**src/rtl/sha256_hash_unit_macros.svh**
```systemverilog
// assertion helpers for the sha-256 hash unit
// both expect clk and arst_n in scope
`ifndef SHA256_HASH_UNIT_MACROS_SVH
`define SHA256_HASH_UNIT_MACROS_SVH

// same-cycle implication
`define SHA_CHK_IMPL(lbl, ante, cons) \
	lbl: assert property (@(posedge clk) disable iff (!arst_n) (ante) |-> (cons)) \
		else $error("sha256 hash unit check failed");

// next-cycle implication
`define SHA_CHK_NEXT(lbl, ante, cons) \
	lbl: assert property (@(posedge clk) disable iff (!arst_n) (ante) |=> (cons)) \
		else $error("sha256 hash unit check failed");

`endif

```
**src/rtl/sha256_pkg.sv**
```systemverilog
`timescale 1ns / 1ps
`default_nettype none

package sha256_pkg;

	localparam int unsigned WORDS  = 16;
	localparam int unsigned ROUNDS = 64;
	localparam logic [5:0]  LAST_ROUND = 6'(ROUNDS - 1);

	// first byte of the padding, placed in the top lane of a word
	localparam logic [31:0] PAD_MARK = 32'h8000_0000;
	// first byte position for the padding marker that no longer leaves room for the length in the same block
	localparam logic [5:0]  LEN_ROOM = 6'd56;

	typedef logic [0:WORDS-1][31:0] block_t;
	typedef logic [0:7][31:0]       hstate_t;

	typedef struct packed {
		logic [7:0] data_byte;
		logic       byte_valid;
		logic       end_of_message;
	} sha_in_t;

	typedef struct packed {
		logic [63:0] digest_bits_255_192;
		logic [63:0] digest_bits_191_128;
		logic [63:0] digest_bits_127_64;
		logic [63:0] digest_bits_63_0;
	} sha_out_t;

	// one block for the compression engine; last = emit digest after it
	typedef struct packed {
		block_t blk;
		logic   last;
	} job_t;

	localparam hstate_t INIT_H = {
		32'h6a09e667, 32'hbb67ae85, 32'h3c6ef372, 32'ha54ff53a,
		32'h510e527f, 32'h9b05688c, 32'h1f83d9ab, 32'h5be0cd19
	};

	localparam logic [31:0] ROUND_K [0:ROUNDS-1] = '{
		32'h428a2f98, 32'h71374491, 32'hb5c0fbcf, 32'he9b5dba5,
		32'h3956c25b, 32'h59f111f1, 32'h923f82a4, 32'hab1c5ed5,
		32'hd807aa98, 32'h12835b01, 32'h243185be, 32'h550c7dc3,
		32'h72be5d74, 32'h80deb1fe, 32'h9bdc06a7, 32'hc19bf174,
		32'he49b69c1, 32'hefbe4786, 32'h0fc19dc6, 32'h240ca1cc,
		32'h2de92c6f, 32'h4a7484aa, 32'h5cb0a9dc, 32'h76f988da,
		32'h983e5152, 32'ha831c66d, 32'hb00327c8, 32'hbf597fc7,
		32'hc6e00bf3, 32'hd5a79147, 32'h06ca6351, 32'h14292967,
		32'h27b70a85, 32'h2e1b2138, 32'h4d2c6dfc, 32'h53380d13,
		32'h650a7354, 32'h766a0abb, 32'h81c2c92e, 32'h92722c85,
		32'ha2bfe8a1, 32'ha81a664b, 32'hc24b8b70, 32'hc76c51a3,
		32'hd192e819, 32'hd6990624, 32'hf40e3585, 32'h106aa070,
		32'h19a4c116, 32'h1e376c08, 32'h2748774c, 32'h34b0bcb5,
		32'h391c0cb3, 32'h4ed8aa4a, 32'h5b9cca4f, 32'h682e6ff3,
		32'h748f82ee, 32'h78a5636f, 32'h84c87814, 32'h8cc70208,
		32'h90befffa, 32'ha4506ceb, 32'hbef9a3f7, 32'hc67178f2
	};

endpackage

`default_nettype wire

```
**src/rtl/sha256_jobq.sv**
```systemverilog
`timescale 1ns / 1ps
`default_nettype none

module sha256_jobq
	import sha256_pkg::*;
#(
	parameter int unsigned DEPTH = 2
) (
	input  wire logic clk,
	input  wire logic arst_n,
	input  wire logic push,
	input  wire job_t wr_data,
	output logic      full,
	input  wire logic pop,
	output job_t      rd_data,
	output logic      empty
);

	localparam int unsigned AW = $clog2(DEPTH);
	localparam int unsigned CW = $clog2(DEPTH + 1);

	job_t          mem_q [DEPTH];
	logic [AW-1:0] wr_ptr_q;
	logic [AW-1:0] rd_ptr_q;
	logic [CW-1:0] cnt_q;
	logic          do_push;
	logic          do_pop;

	assign full    = cnt_q == CW'(DEPTH);
	assign empty   = cnt_q == '0;
	assign do_push = push && !full;
	assign do_pop  = pop && !empty;
	assign rd_data = mem_q[rd_ptr_q];

	always_ff @(posedge clk or negedge arst_n) begin
		if (!arst_n) begin
			wr_ptr_q <= '0;
			rd_ptr_q <= '0;
			cnt_q    <= '0;
		end else begin
			if (do_push) begin
				wr_ptr_q <= (wr_ptr_q == AW'(DEPTH - 1)) ? '0 : wr_ptr_q + 1'b1;
			end
			if (do_pop) begin
				rd_ptr_q <= (rd_ptr_q == AW'(DEPTH - 1)) ? '0 : rd_ptr_q + 1'b1;
			end
			if (do_push && !do_pop) begin
				cnt_q <= cnt_q + 1'b1;
			end else if (do_pop && !do_push) begin
				cnt_q <= cnt_q - 1'b1;
			end
		end
	end

	always_ff @(posedge clk) begin
		if (do_push) begin
			mem_q[wr_ptr_q] <= wr_data;
		end
	end

endmodule

`default_nettype wire

```
**config.mk**
```make
export PLATFORM = sky130hd
export DESIGN_NAME = sha256_jobq
export DESIGN_NICKNAME = d
export VERILOG_FILES = /design/src/rtl/sha256_hash_unit_macros.svh /design/src/rtl/sha256_pkg.sv /design/src/rtl/sha256_jobq.sv
export SDC_FILE = /design/constraint.sdc
export NUM_CORES = 1
export LEC_CHECK = 0
export BUFFER_PORTS_ARGS = -buffer_cell sky130_fd_sc_hd__buf_2
export CAP_MARGIN = 20
export CORE_AREA = 2 2 400 402
export DETAILED_ROUTE_END_ITERATION = 7
export DIE_AREA = 0 0 402 404
export GPL_TIMING_DRIVEN = 1
export PLACE_DENSITY = 0.55
export SLEW_MARGIN = 40
export SYNTH_ARGS = -nofsm -noshare
export SYNTH_HDL_FRONTEND = slang
export SYNTH_SLANG_ARGS = --single-unit
export TNS_END_PERCENT = 20
```
**constraint.sdc**
```tcl
create_clock -name clk -period 21.6 [get_ports clk]
set_input_delay 4.32 -clock clk [delete_from_list [all_inputs] [get_ports clk]]
set_output_delay 4.32 -clock clk [all_outputs]
set_load 0.02 [all_outputs]
```
==> impl_results.md <==
* Crit path kind: reg -> out
* Post-DP HPWL at 77,770 µm
* Max Fanout on Critical Path at 54
* Worst Max-Slew Pin Slew at 0.8713 ns
* Fmax achieved at 110.8 MHz
* Core area at 157,800 µm²
* Average wire per standard cell at 21.49 µm
* Drt via density at 3.983
* Peak supply drop at 0.00007785 V
* Clock Latency Late Sink at 0.70 ns
* Combinational power share at 36.4%
* Nets at 3,245
* Syn Std Cell Area at 39,230 µm²
* Hold Slack at 0.5146 ns
* Cts repair resizes at 0
* Pin count of the biggest net entering global routing at 120
* Final setup TNS at 0 ns
* Post-route DRC at 0
* GPL Wtd Cong at 0.8216
* Synth cell types at 16
* Sw frac at 33.64%
* Power density over the cells at 144.5 nW/µm²
* Tmin final at 9.025 ns
* Die height at 404 µm
* CTS sink cnt at 1,030
* Post-route ant nets at 0
* Clk pin slew, worst setup/hold paths at 0.06 ns
* Synth top cells by count: 1,026 x edfxtp_1, 460 x mux2_4, 53 x mux2_2
* CTS tree: built
* Required @ worst endpoint at 17.28 ns
* Longest Clk Path Bufs at 3
* Reg2Reg Depth at 8
* Total CTS buffers at 108
* Clock root buffer: clkbuf_16
* Hold path cells at 1
* Final worst-path cycle share at 41.78%
* Status: completed
* P_int at 0.004813 W
* Post-synth top flop: edfxtp_1
* Clk network pwr share at 24.4%
* Synth warn at 0
* Gr usage total at 12.32%
* Cell count after synthesis at 1,615
* Pins over their slew limit at 0
* Count leader, synth: edfxtp_1
* Startpoint Class: flip-flop
* Crit path capture type: output pin
* Seq pwr share at 39.2%
* # setup viols final at 0
* Row Count at 146
* Async SR Flop Fraction at 0.3883%
* Slew headroom at 41.91%
* RSZ-0062 raised after global routing: no
* Via count at 19,550
* Initial Util at 24.86%
* Initial antenna violation count at 41
* Vias in the first global route at 20,150
* Total Routed Length at 105,500 µm
* Starting DRT DRC Count at 1,287
* Post-CTS setup buffers at 0
* Htree depth at 3
* Register area share after synthesis at 78.79%
* Die area at 162,400 µm²
* CP arrival at 4.71 ns
* Fin Clk Skew at 0.02474 ns
* Switch Pwr at 0.002440 W
* Hold crit path type: reg -> reg
* Static leakage at 19.55 nW
* Total design power at 0.007253 W
* Final count of hold timing violations at 0
* Die X at 402 µm
* 1st-pass router iterations at 5
* Post-synthesis net count at 2,133
* Number of port buffers at 1,031
* Layout Area Growth over Synthesis at 27.96%
* Largest cells by area after synthesis: edfxtp_1 79%, mux2_4 18%, mux2_2 1.5%
* Layout cells sized above 1 at 61.19%
* Congestion Overflow GR at 0
* Avg Inst Size Synth at 24.29 µm²
* CTS Hold Bufs at 0
* Post-synth EDFFs at 1,026
* Share of the synthesized area in the top cell type at 78.53%
* Synthesized flop and latch total at 1,030
* # IOs at 1,032
* First-pass GRT wire length at 144,100 µm
* Area leader, netlist: edfxtp_1
* Max cap viols at 0
[placed cells by master, fill, tap and decap left out, types with 3 or more instances in the layout]
cell,Yosys,layout
diode_2,0,17
clkbuf_16,0,110
clkinv_16,0,3
mux2_4,460,460
dfrtp_1,4,3
buf_4,0,4
mux2_2,53,53
clkinv_2,0,22
buf_16,0,7
edfxtp_1,1026,1026
xnor2_1,3,3
buf_2,5,1031
bufinv_16,0,5
clkbuf_1,0,21
buf_6,22,9
buf_12,0,8
clkinv_1,0,31
clkinvlp_4,0,5
[cell type report]
type,count,area [µm²]
Antenna cell,17,42.54
Clock buffer,132,2845
Clock inverter,70,550.5
Fill cell,15410,107600
Inverter,2,7.507
Multi-Input combinational cell,526,7605
Sequential cell,1030,30910
Tap cell,2072,2592
Timing Repair Buffer,1059,5644
[path summary, 6_finish.rpt]
path	end	startpoint	slack (ns)
max	rd_data[484]	rd_ptr_q	12.57
min	cnt_q[1]	cnt_q[1]	0.51
max reg2reg	mem_q[0][474]	cnt_q[0]	17.81
min reg2reg	cnt_q[1]	cnt_q[1]	0.51
max in group asynchronous	rd_ptr_q	arst_n	18.05
min in group asynchronous	wr_ptr_q	arst_n	3.41
[critical path, cell delays in order (launching register included)]
cell and delay [ns]:
dfrtp_4 0.68, buf_6 0.59, buf_6 0.58, buf_4 0.67
buf_4 0.74, mux2_2 0.42, buf_2 0.16
[metal layers]
layer | part of all wire, % | global-route usage, % | wire [µm]
met1 | 37 | 13.66 | 38670
met2 | 53 | 22.04 | 55410
met3 | 8.5 | 4.173 | 8942
met4 | 2.2 | 3.957 | 2286
met5 | 0.15 | 0 | 156
[stage by stage]
step           setup WS [ns]  instances  instance area [µm²]  util (%)
4_1_cts                12.03       4887                50040     31.70
2_1_floorplan          3.290       1615                39240         -
3_3_place_gp           12.27       4680                46500     29.46
6_report               12.57       4908                50200     31.81
3_5_place_dp           12.87       4685                46640     29.55
5_1_grt                12.28       4897                50170     31.79
[power by group through the flow]
stage	combinational, W	clock, W	sequential, W
finish	0.00264	0.00177	0.00284
global route	0.00278	0.00190	0.00288
CTS	0.00269	0.00182	0.00285
detailed placement	0.00268	0	0.00289
global placement	0.00264	0	0.00290
floorplan	0.00190	0	0.00312
[state kept, by name, summed over array words and instances, names as in the netlist]
register and cells:
cnt_q 2, rd_ptr_q 1, wr_ptr_q 1, mem_q 1026
[kinds of logic (layout without fill, tap and decap cells)]
| logic type | count (synthesis) | after routing | share of synthesized area (%) |
|---|---|---|---|
| other | 0 | 17 | 0 |
| flip-flops | 1030 | 1030 | 78.79 |
| multiplexers | 513 | 513 | 19.13 |
| AO/OA/AOI/OAI | 1 | 1 | 0.01274 |
| adder cells (fa/ha/maj) | 1 | 1 | 0.03189 |
| buffers and inverters | 59 | 1263 | 1.862 |
| XOR/XNOR | 5 | 5 | 0.1116 |
| AND/OR/NAND/NOR | 6 | 6 | 0.07017 |
No activity file was read; power rests on OpenSTA's default activity.
