## src/rtl/sha256_hash_unit_macros.svh

```systemverilog
// assertion helpers for the sha-256 hash unit
// both expect clk and arst_n in scope
`ifndef SHA256_HASH_UNIT_MACROS_SVH
`define SHA256_HASH_UNIT_MACROS_SVH

// same-cycle implication
`define SHA_CHK_IMPL(lbl, ante, cons) \
	lbl: assert property (@(posedge clk) disable iff (!arst_n) (ante) |-> (cons)) \
		else $error("sha256 hash unit check failed");

// next-cycle implication
`define SHA_CHK_NEXT(lbl, ante, cons) \
	lbl: assert property (@(posedge clk) disable iff (!arst_n) (ante) |=> (cons)) \
		else $error("sha256 hash unit check failed");

`endif

```

## src/rtl/sha256_pkg.sv

```systemverilog
`timescale 1ns / 1ps
`default_nettype none

package sha256_pkg;

	localparam int unsigned WORDS  = 16;
	localparam int unsigned ROUNDS = 64;
	localparam logic [5:0]  LAST_ROUND = 6'(ROUNDS - 1);

	// first byte of the padding, placed in the top lane of a word
	localparam logic [31:0] PAD_MARK = 32'h8000_0000;
	// first byte position for the padding marker that no longer leaves room for the length in the same block
	localparam logic [5:0]  LEN_ROOM = 6'd56;

	typedef logic [0:WORDS-1][31:0] block_t;
	typedef logic [0:7][31:0]       hstate_t;

	typedef struct packed {
		logic [7:0] data_byte;
		logic       byte_valid;
		logic       end_of_message;
	} sha_in_t;

	typedef struct packed {
		logic [63:0] digest_bits_255_192;
		logic [63:0] digest_bits_191_128;
		logic [63:0] digest_bits_127_64;
		logic [63:0] digest_bits_63_0;
	} sha_out_t;

	// one block for the compression engine; last = emit digest after it
	typedef struct packed {
		block_t blk;
		logic   last;
	} job_t;

	localparam hstate_t INIT_H = {
		32'h6a09e667, 32'hbb67ae85, 32'h3c6ef372, 32'ha54ff53a,
		32'h510e527f, 32'h9b05688c, 32'h1f83d9ab, 32'h5be0cd19
	};

	localparam logic [31:0] ROUND_K [0:ROUNDS-1] = '{
		32'h428a2f98, 32'h71374491, 32'hb5c0fbcf, 32'he9b5dba5,
		32'h3956c25b, 32'h59f111f1, 32'h923f82a4, 32'hab1c5ed5,
		32'hd807aa98, 32'h12835b01, 32'h243185be, 32'h550c7dc3,
		32'h72be5d74, 32'h80deb1fe, 32'h9bdc06a7, 32'hc19bf174,
		32'he49b69c1, 32'hefbe4786, 32'h0fc19dc6, 32'h240ca1cc,
		32'h2de92c6f, 32'h4a7484aa, 32'h5cb0a9dc, 32'h76f988da,
		32'h983e5152, 32'ha831c66d, 32'hb00327c8, 32'hbf597fc7,
		32'hc6e00bf3, 32'hd5a79147, 32'h06ca6351, 32'h14292967,
		32'h27b70a85, 32'h2e1b2138, 32'h4d2c6dfc, 32'h53380d13,
		32'h650a7354, 32'h766a0abb, 32'h81c2c92e, 32'h92722c85,
		32'ha2bfe8a1, 32'ha81a664b, 32'hc24b8b70, 32'hc76c51a3,
		32'hd192e819, 32'hd6990624, 32'hf40e3585, 32'h106aa070,
		32'h19a4c116, 32'h1e376c08, 32'h2748774c, 32'h34b0bcb5,
		32'h391c0cb3, 32'h4ed8aa4a, 32'h5b9cca4f, 32'h682e6ff3,
		32'h748f82ee, 32'h78a5636f, 32'h84c87814, 32'h8cc70208,
		32'h90befffa, 32'ha4506ceb, 32'hbef9a3f7, 32'hc67178f2
	};

endpackage

`default_nettype wire

```

## src/rtl/sha256_core.sv

```systemverilog
`timescale 1ns / 1ps
`default_nettype none

module sha256_core
	import sha256_pkg::*;
(
	input  wire logic clk,
	input  wire logic arst_n,
	input  wire job_t job,
	input  wire logic job_empty,
	output logic      job_pop,
	input  wire logic out_busy,
	output logic      dig_valid,
	output sha_out_t  digest
);

	typedef enum logic [1:0] {ST_IDLE, ST_ROUND, ST_FINISH} state_t;

	function automatic logic [31:0] rotr(input logic [31:0] x, input int unsigned n);
		return (x >> n) | (x << (32 - n));
	endfunction

	state_t      state_q;
	logic [5:0]  rnd_q;
	logic        last_q;
	hstate_t     h_q;
	hstate_t     v_q;
	block_t      w_q;
	logic [31:0] kw_q;

	hstate_t     sums;
	hstate_t     h_next;
	hstate_t     load_h;
	hstate_t     v_rnd;
	logic        done;
	logic        load;
	logic [5:0]  rnd_nx;
	logic [31:0] w_new;
	logic [31:0] t1;
	logic [31:0] t2;
	logic [31:0] ws0;
	logic [31:0] ws1;
	logic [31:0] bs0;
	logic [31:0] bs1;
	logic [31:0] ch;
	logic [31:0] maj;

	always_comb begin
		for (int i = 0; i < 8; i++) begin
			sums[i] = h_q[i] + v_q[i];
		end
	end

	assign done      = (state_q == ST_FINISH) && (!last_q || !out_busy);
	assign h_next    = last_q ? INIT_H : sums;
	assign load      = !job_empty && ((state_q == ST_IDLE) || done);
	assign load_h    = (state_q == ST_FINISH) ? h_next : h_q;
	assign job_pop   = load;
	assign dig_valid = done && last_q;
	assign rnd_nx    = rnd_q + 6'd1;

	assign digest.digest_bits_255_192 = {sums[0], sums[1]};
	assign digest.digest_bits_191_128 = {sums[2], sums[3]};
	assign digest.digest_bits_127_64  = {sums[4], sums[5]};
	assign digest.digest_bits_63_0    = {sums[6], sums[7]};

	// message schedule: next word sixteen ahead of the one in use
	assign ws0   = rotr(w_q[1], 7) ^ rotr(w_q[1], 18) ^ (w_q[1] >> 3);
	assign ws1   = rotr(w_q[14], 17) ^ rotr(w_q[14], 19) ^ (w_q[14] >> 10);
	assign w_new = w_q[0] + ws0 + w_q[9] + ws1;

	// one compression round, k + w already summed
	assign bs1 = rotr(v_q[4], 6) ^ rotr(v_q[4], 11) ^ rotr(v_q[4], 25);
	assign bs0 = rotr(v_q[0], 2) ^ rotr(v_q[0], 13) ^ rotr(v_q[0], 22);
	assign ch  = (v_q[4] & v_q[5]) ^ (~v_q[4] & v_q[6]);
	assign maj = (v_q[0] & v_q[1]) ^ (v_q[0] & v_q[2]) ^ (v_q[1] & v_q[2]);
	assign t1  = v_q[7] + bs1 + ch + kw_q;
	assign t2  = bs0 + maj;
	assign v_rnd = {t1 + t2, v_q[0], v_q[1], v_q[2], v_q[3] + t1, v_q[4], v_q[5], v_q[6]};

	always_ff @(posedge clk or negedge arst_n) begin
		if (!arst_n) begin
			state_q <= ST_IDLE;
			rnd_q   <= '0;
			last_q  <= 1'b0;
			h_q     <= INIT_H;
		end else begin
			unique case (state_q)
				ST_IDLE: begin
					if (load) begin
						state_q <= ST_ROUND;
						rnd_q   <= '0;
						last_q  <= job.last;
					end
				end
				ST_ROUND: begin
					rnd_q <= rnd_nx;
					if (rnd_q == LAST_ROUND) begin
						state_q <= ST_FINISH;
					end
				end
				ST_FINISH: begin
					if (done) begin
						h_q <= h_next;
						if (load) begin
							state_q <= ST_ROUND;
							rnd_q   <= '0;
							last_q  <= job.last;
						end else begin
							state_q <= ST_IDLE;
						end
					end
				end
				default: begin
					state_q <= ST_IDLE;
				end
			endcase
		end
	end

	always_ff @(posedge clk) begin
		if (load) begin
			v_q  <= load_h;
			w_q  <= job.blk;
			kw_q <= ROUND_K[6'd0] + job.blk[0];
		end else if (state_q == ST_ROUND) begin
			v_q         <= v_rnd;
			w_q[0:14]   <= w_q[1:15];
			w_q[15]     <= w_new;
			kw_q        <= ROUND_K[rnd_nx] + w_q[1];
		end
	end

endmodule

`default_nettype wire

```

## config.mk

```make
export PLATFORM = sky130hd
export DESIGN_NAME = sha256_core
export DESIGN_NICKNAME = d
export VERILOG_FILES = /design/src/rtl/sha256_hash_unit_macros.svh /design/src/rtl/sha256_pkg.sv /design/src/rtl/sha256_core.sv
export SDC_FILE = /design/constraint.sdc
export NUM_CORES = 2
export LEC_CHECK = 0
export BUFFER_PORTS_ARGS = -buffer_cell sky130_fd_sc_hd__buf_2
export CORE_MARGIN = 3
export CORE_UTILIZATION = 55
export CTS_CLUSTER_SIZE = 28
export DETAILED_ROUTE_END_ITERATION = 12
export GPL_ROUTABILITY_DRIVEN = 0
export HOLD_SLACK_MARGIN = 0.03
export PLACE_DENSITY = 0.78
export SETUP_SLACK_MARGIN = 0.5
export SYNTH_ARGS = -nofsm -noshare
export SYNTH_HDL_FRONTEND = slang
export SYNTH_SLANG_ARGS = --single-unit
```

## constraint.sdc

```tcl
create_clock -name clk -period 19 [get_ports clk]
set_clock_uncertainty 0.1 [all_clocks]
set_input_delay 3.8 -clock clk [delete_from_list [all_inputs] [get_ports clk]]
set_output_delay 3.8 -clock clk [all_outputs]
set_load 0.1 [all_outputs]
```

==> results_dict.tcl <==
set metrics [dict create \
    status "complete, no violations" \
    hold_buffers 0 \
    n_fill_cell 11112 \
    drv_slew 0 \
    synthArstFlopShare_pct 24.88 \
    grt_setup_unrepaired "no" \
    drive_above_1_share_pct 13.62 \
    antenna_found_initial 36 \
    coreArea_sq_mm 0.1345 \
    firstDrtPassIters 9 \
    post-cts-setup-buffer-count 0 \
    wirelength_mm 276.6 \
    die_width_um 375.4 \
    gr-usage-all-layers_pct 37.83 \
    initial_core_util_pct 55.82 \
    cp-start-kind "primary input" \
    synth-main-ff-cell "edfxtp_1" \
    critPathCaptureType "primary output" \
    grt_start_max_net_pins 256 \
    synthAdderAreaFrac_pct 11.50 \
    drc_errors 0 \
    detail_route.wl_per_cell_um 25.62 \
    cts_max_level 3 \
    cts.sinks 1065 \
    muxShareOfSynthArea_pct 0.6468 \
    synth_compound_gate_area_share_pct 17.97 \
    io_buffers 774 \
    worstHoldPathType "flip-flop to flip-flop" \
    hold_viol 0 \
    cts_resized 0 \
    synthToLayoutAreaGrowth_pct 12.29 \
    dp_slack_ps 9325 \
    cts_buffers 117 \
    synth-xor-area-share_pct 7.515 \
    cts_buffer_depth 3 \
    crit_arrival_ps 5810 \
    yosysSeqAreaShare_pct 41.07 \
    yosys.area_share.simple_pct 16.81 \
    finish.net_count 10007 \
    dieArea_sq_mm 0.1409 \
    synth_top_family_by_area "compound AO/OA/AOI/OAI gates" \
    drtAntennaViolNets 0 \
    post-route-period-util_pct 51.10 \
    relSlewSlack_pct 10.79 \
    grt_pass1_wl_mm 402.6 \
    overflow 0 \
    worst_slew_pin_slew_ps 1338 \
    min_period_ps 9709 \
    yosysWarnings 0 \
    dp_hpwl_mm 203.4 \
    fmax_mhz 103.0 \
    syn_area_per_cell_sq_um 8.948 \
    synth.distinct_cells 94 \
    crit_required_ps 15100 \
    clkLatencyLatePin_ps 780 \
    grt_pass1_vias 64673 \
    clkTransAtPathRegs_ps 60 \
    max_cap_viol_count 0 \
    ctsRootBufferMaster "clkbuf_16" \
    die_h_um 375.4 \
    drt-vias-per-instance 6.339 \
    tns_ps 0 \
    syn_area_sq_mm 0.07506 \
    cp_max_fo 197 \
    synth.ff_latch_count 1065 \
    drtIter0Drc 9261 \
    io_pins 775 \
    via_count 68444 \
    synth_edf_count 800 \
    syn_inst 8388 \
    num_rows 134 \
    setup_ws_ps 9291 \
    worstSetupPathType "primary input to primary output" \
    cts_tree "yes" \
    setup_viol 0 \
    synth_nets 9493 \
]
cell usage after synthesis (all sizes together), types with 96 or more instances:
library cell	n	area, sq um
a21oi	535	2685
xor2	249	2181
dfstp	136	3573
nand2	1906	7154
fa	166	3323
nor2	634	2380
edfxtp	800	24020
o21ai	511	2557
a21o	279	2095
ha	422	5280
nor3	96	485.5
xnor2	395	3460
dfrtp	129	3228
clkbuf	389	1460
inv	459	1723
layout by cell type (no fill, tap or decap), drive strengths merged, types with 249 or more instances in the layout:
| master | instances |
|---|---|
| inv | 465 |
| xnor2 | 395 |
| nand2 | 1906 |
| nor2 | 634 |
| a21oi | 535 |
| o21ai | 511 |
| edfxtp | 800 |
| ha | 422 |
| buf | 830 |
| xor2 | 249 |
| a21o | 279 |
through the flow:
stage | area [sq um] | instances | hold slack [ps] | utilization (%)
6_report | 84280 | 10798 | 409.9 | 62.68
5_1_grt | 84260 | 10790 | 426.7 | 62.67
4_1_cts | 84230 | 10775 | 409.4 | 62.64
3_5_place_dp | 80130 | 10551 | 398.0 | 59.59
3_3_place_gp | 80130 | 10551 | 388.7 | 59.59
2_1_floorplan | 75060 | 8388 | 374.7 | -
layout make-up:
type,count,area [sq um],area share [%]
clock inverters,87,1042,1.237
inverters,461,1738,2.062
clock buffers,137,3054,3.624
flip-flops and latches,1065,30820,36.57
diodes,23,57.56,0.06829
repair buffers,830,4367,5.181
well taps,1768,2212,2.625
multi-input cells,6427,40990,48.63
worst max-delay path, stage by stage:
cell and delay, ps:
buf_2 110, nand2_1 160, o21ai_4 190, buf_12 700
inv_8 320, buf_2 420
sequential cells by signal, summed over array words and instances, names as in the netlist:
| name | count |
|---|---|
| h_q | 256 |
| kw_q | 32 |
| last_q | 1 |
| rnd_q | 6 |
| state_q | 2 |
| v_q | 256 |
| w_q | 512 |
layer usage:
layer  up-vias  share of wire (%)  global-route usage, %
li1      30279                  -                      -
met1     32264                 35                  46.95
met2      4782                 45                  58.84
met3      1101                 12                  9.016
met4        18                8.3                  25.51
met5         -              0.037                      0
final timing paths:
kind                            startpoint         end  slack (ps)  depth (start not counted)
worst max-delay path              out_busy     job_pop        9290                          6
worst min-delay path              h_q[220]    h_q[220]         410                          2
worst max register to register    v_q[108]    v_q[254]       10690                         25
worst min register to register    h_q[220]    h_q[220]         410                          2
max in group asynchronous           arst_n  state_q[0]       13460                          3
min in group asynchronous           arst_n    h_q[171]        3030                          1
cells by family after synthesis:
kind of cell | Yosys count
buffers and inverters | 896
and+or+nand+nor | 3058
xor gates and xnor gates | 644
adders and majority gates | 591
AOI/OAI and AO/OA | 2089
DFF | 1065
muxes | 45
Power is left out: the tool's default activity adds up to more than one toggle a clock period on the data nets, which glitch-free logic cannot reach.
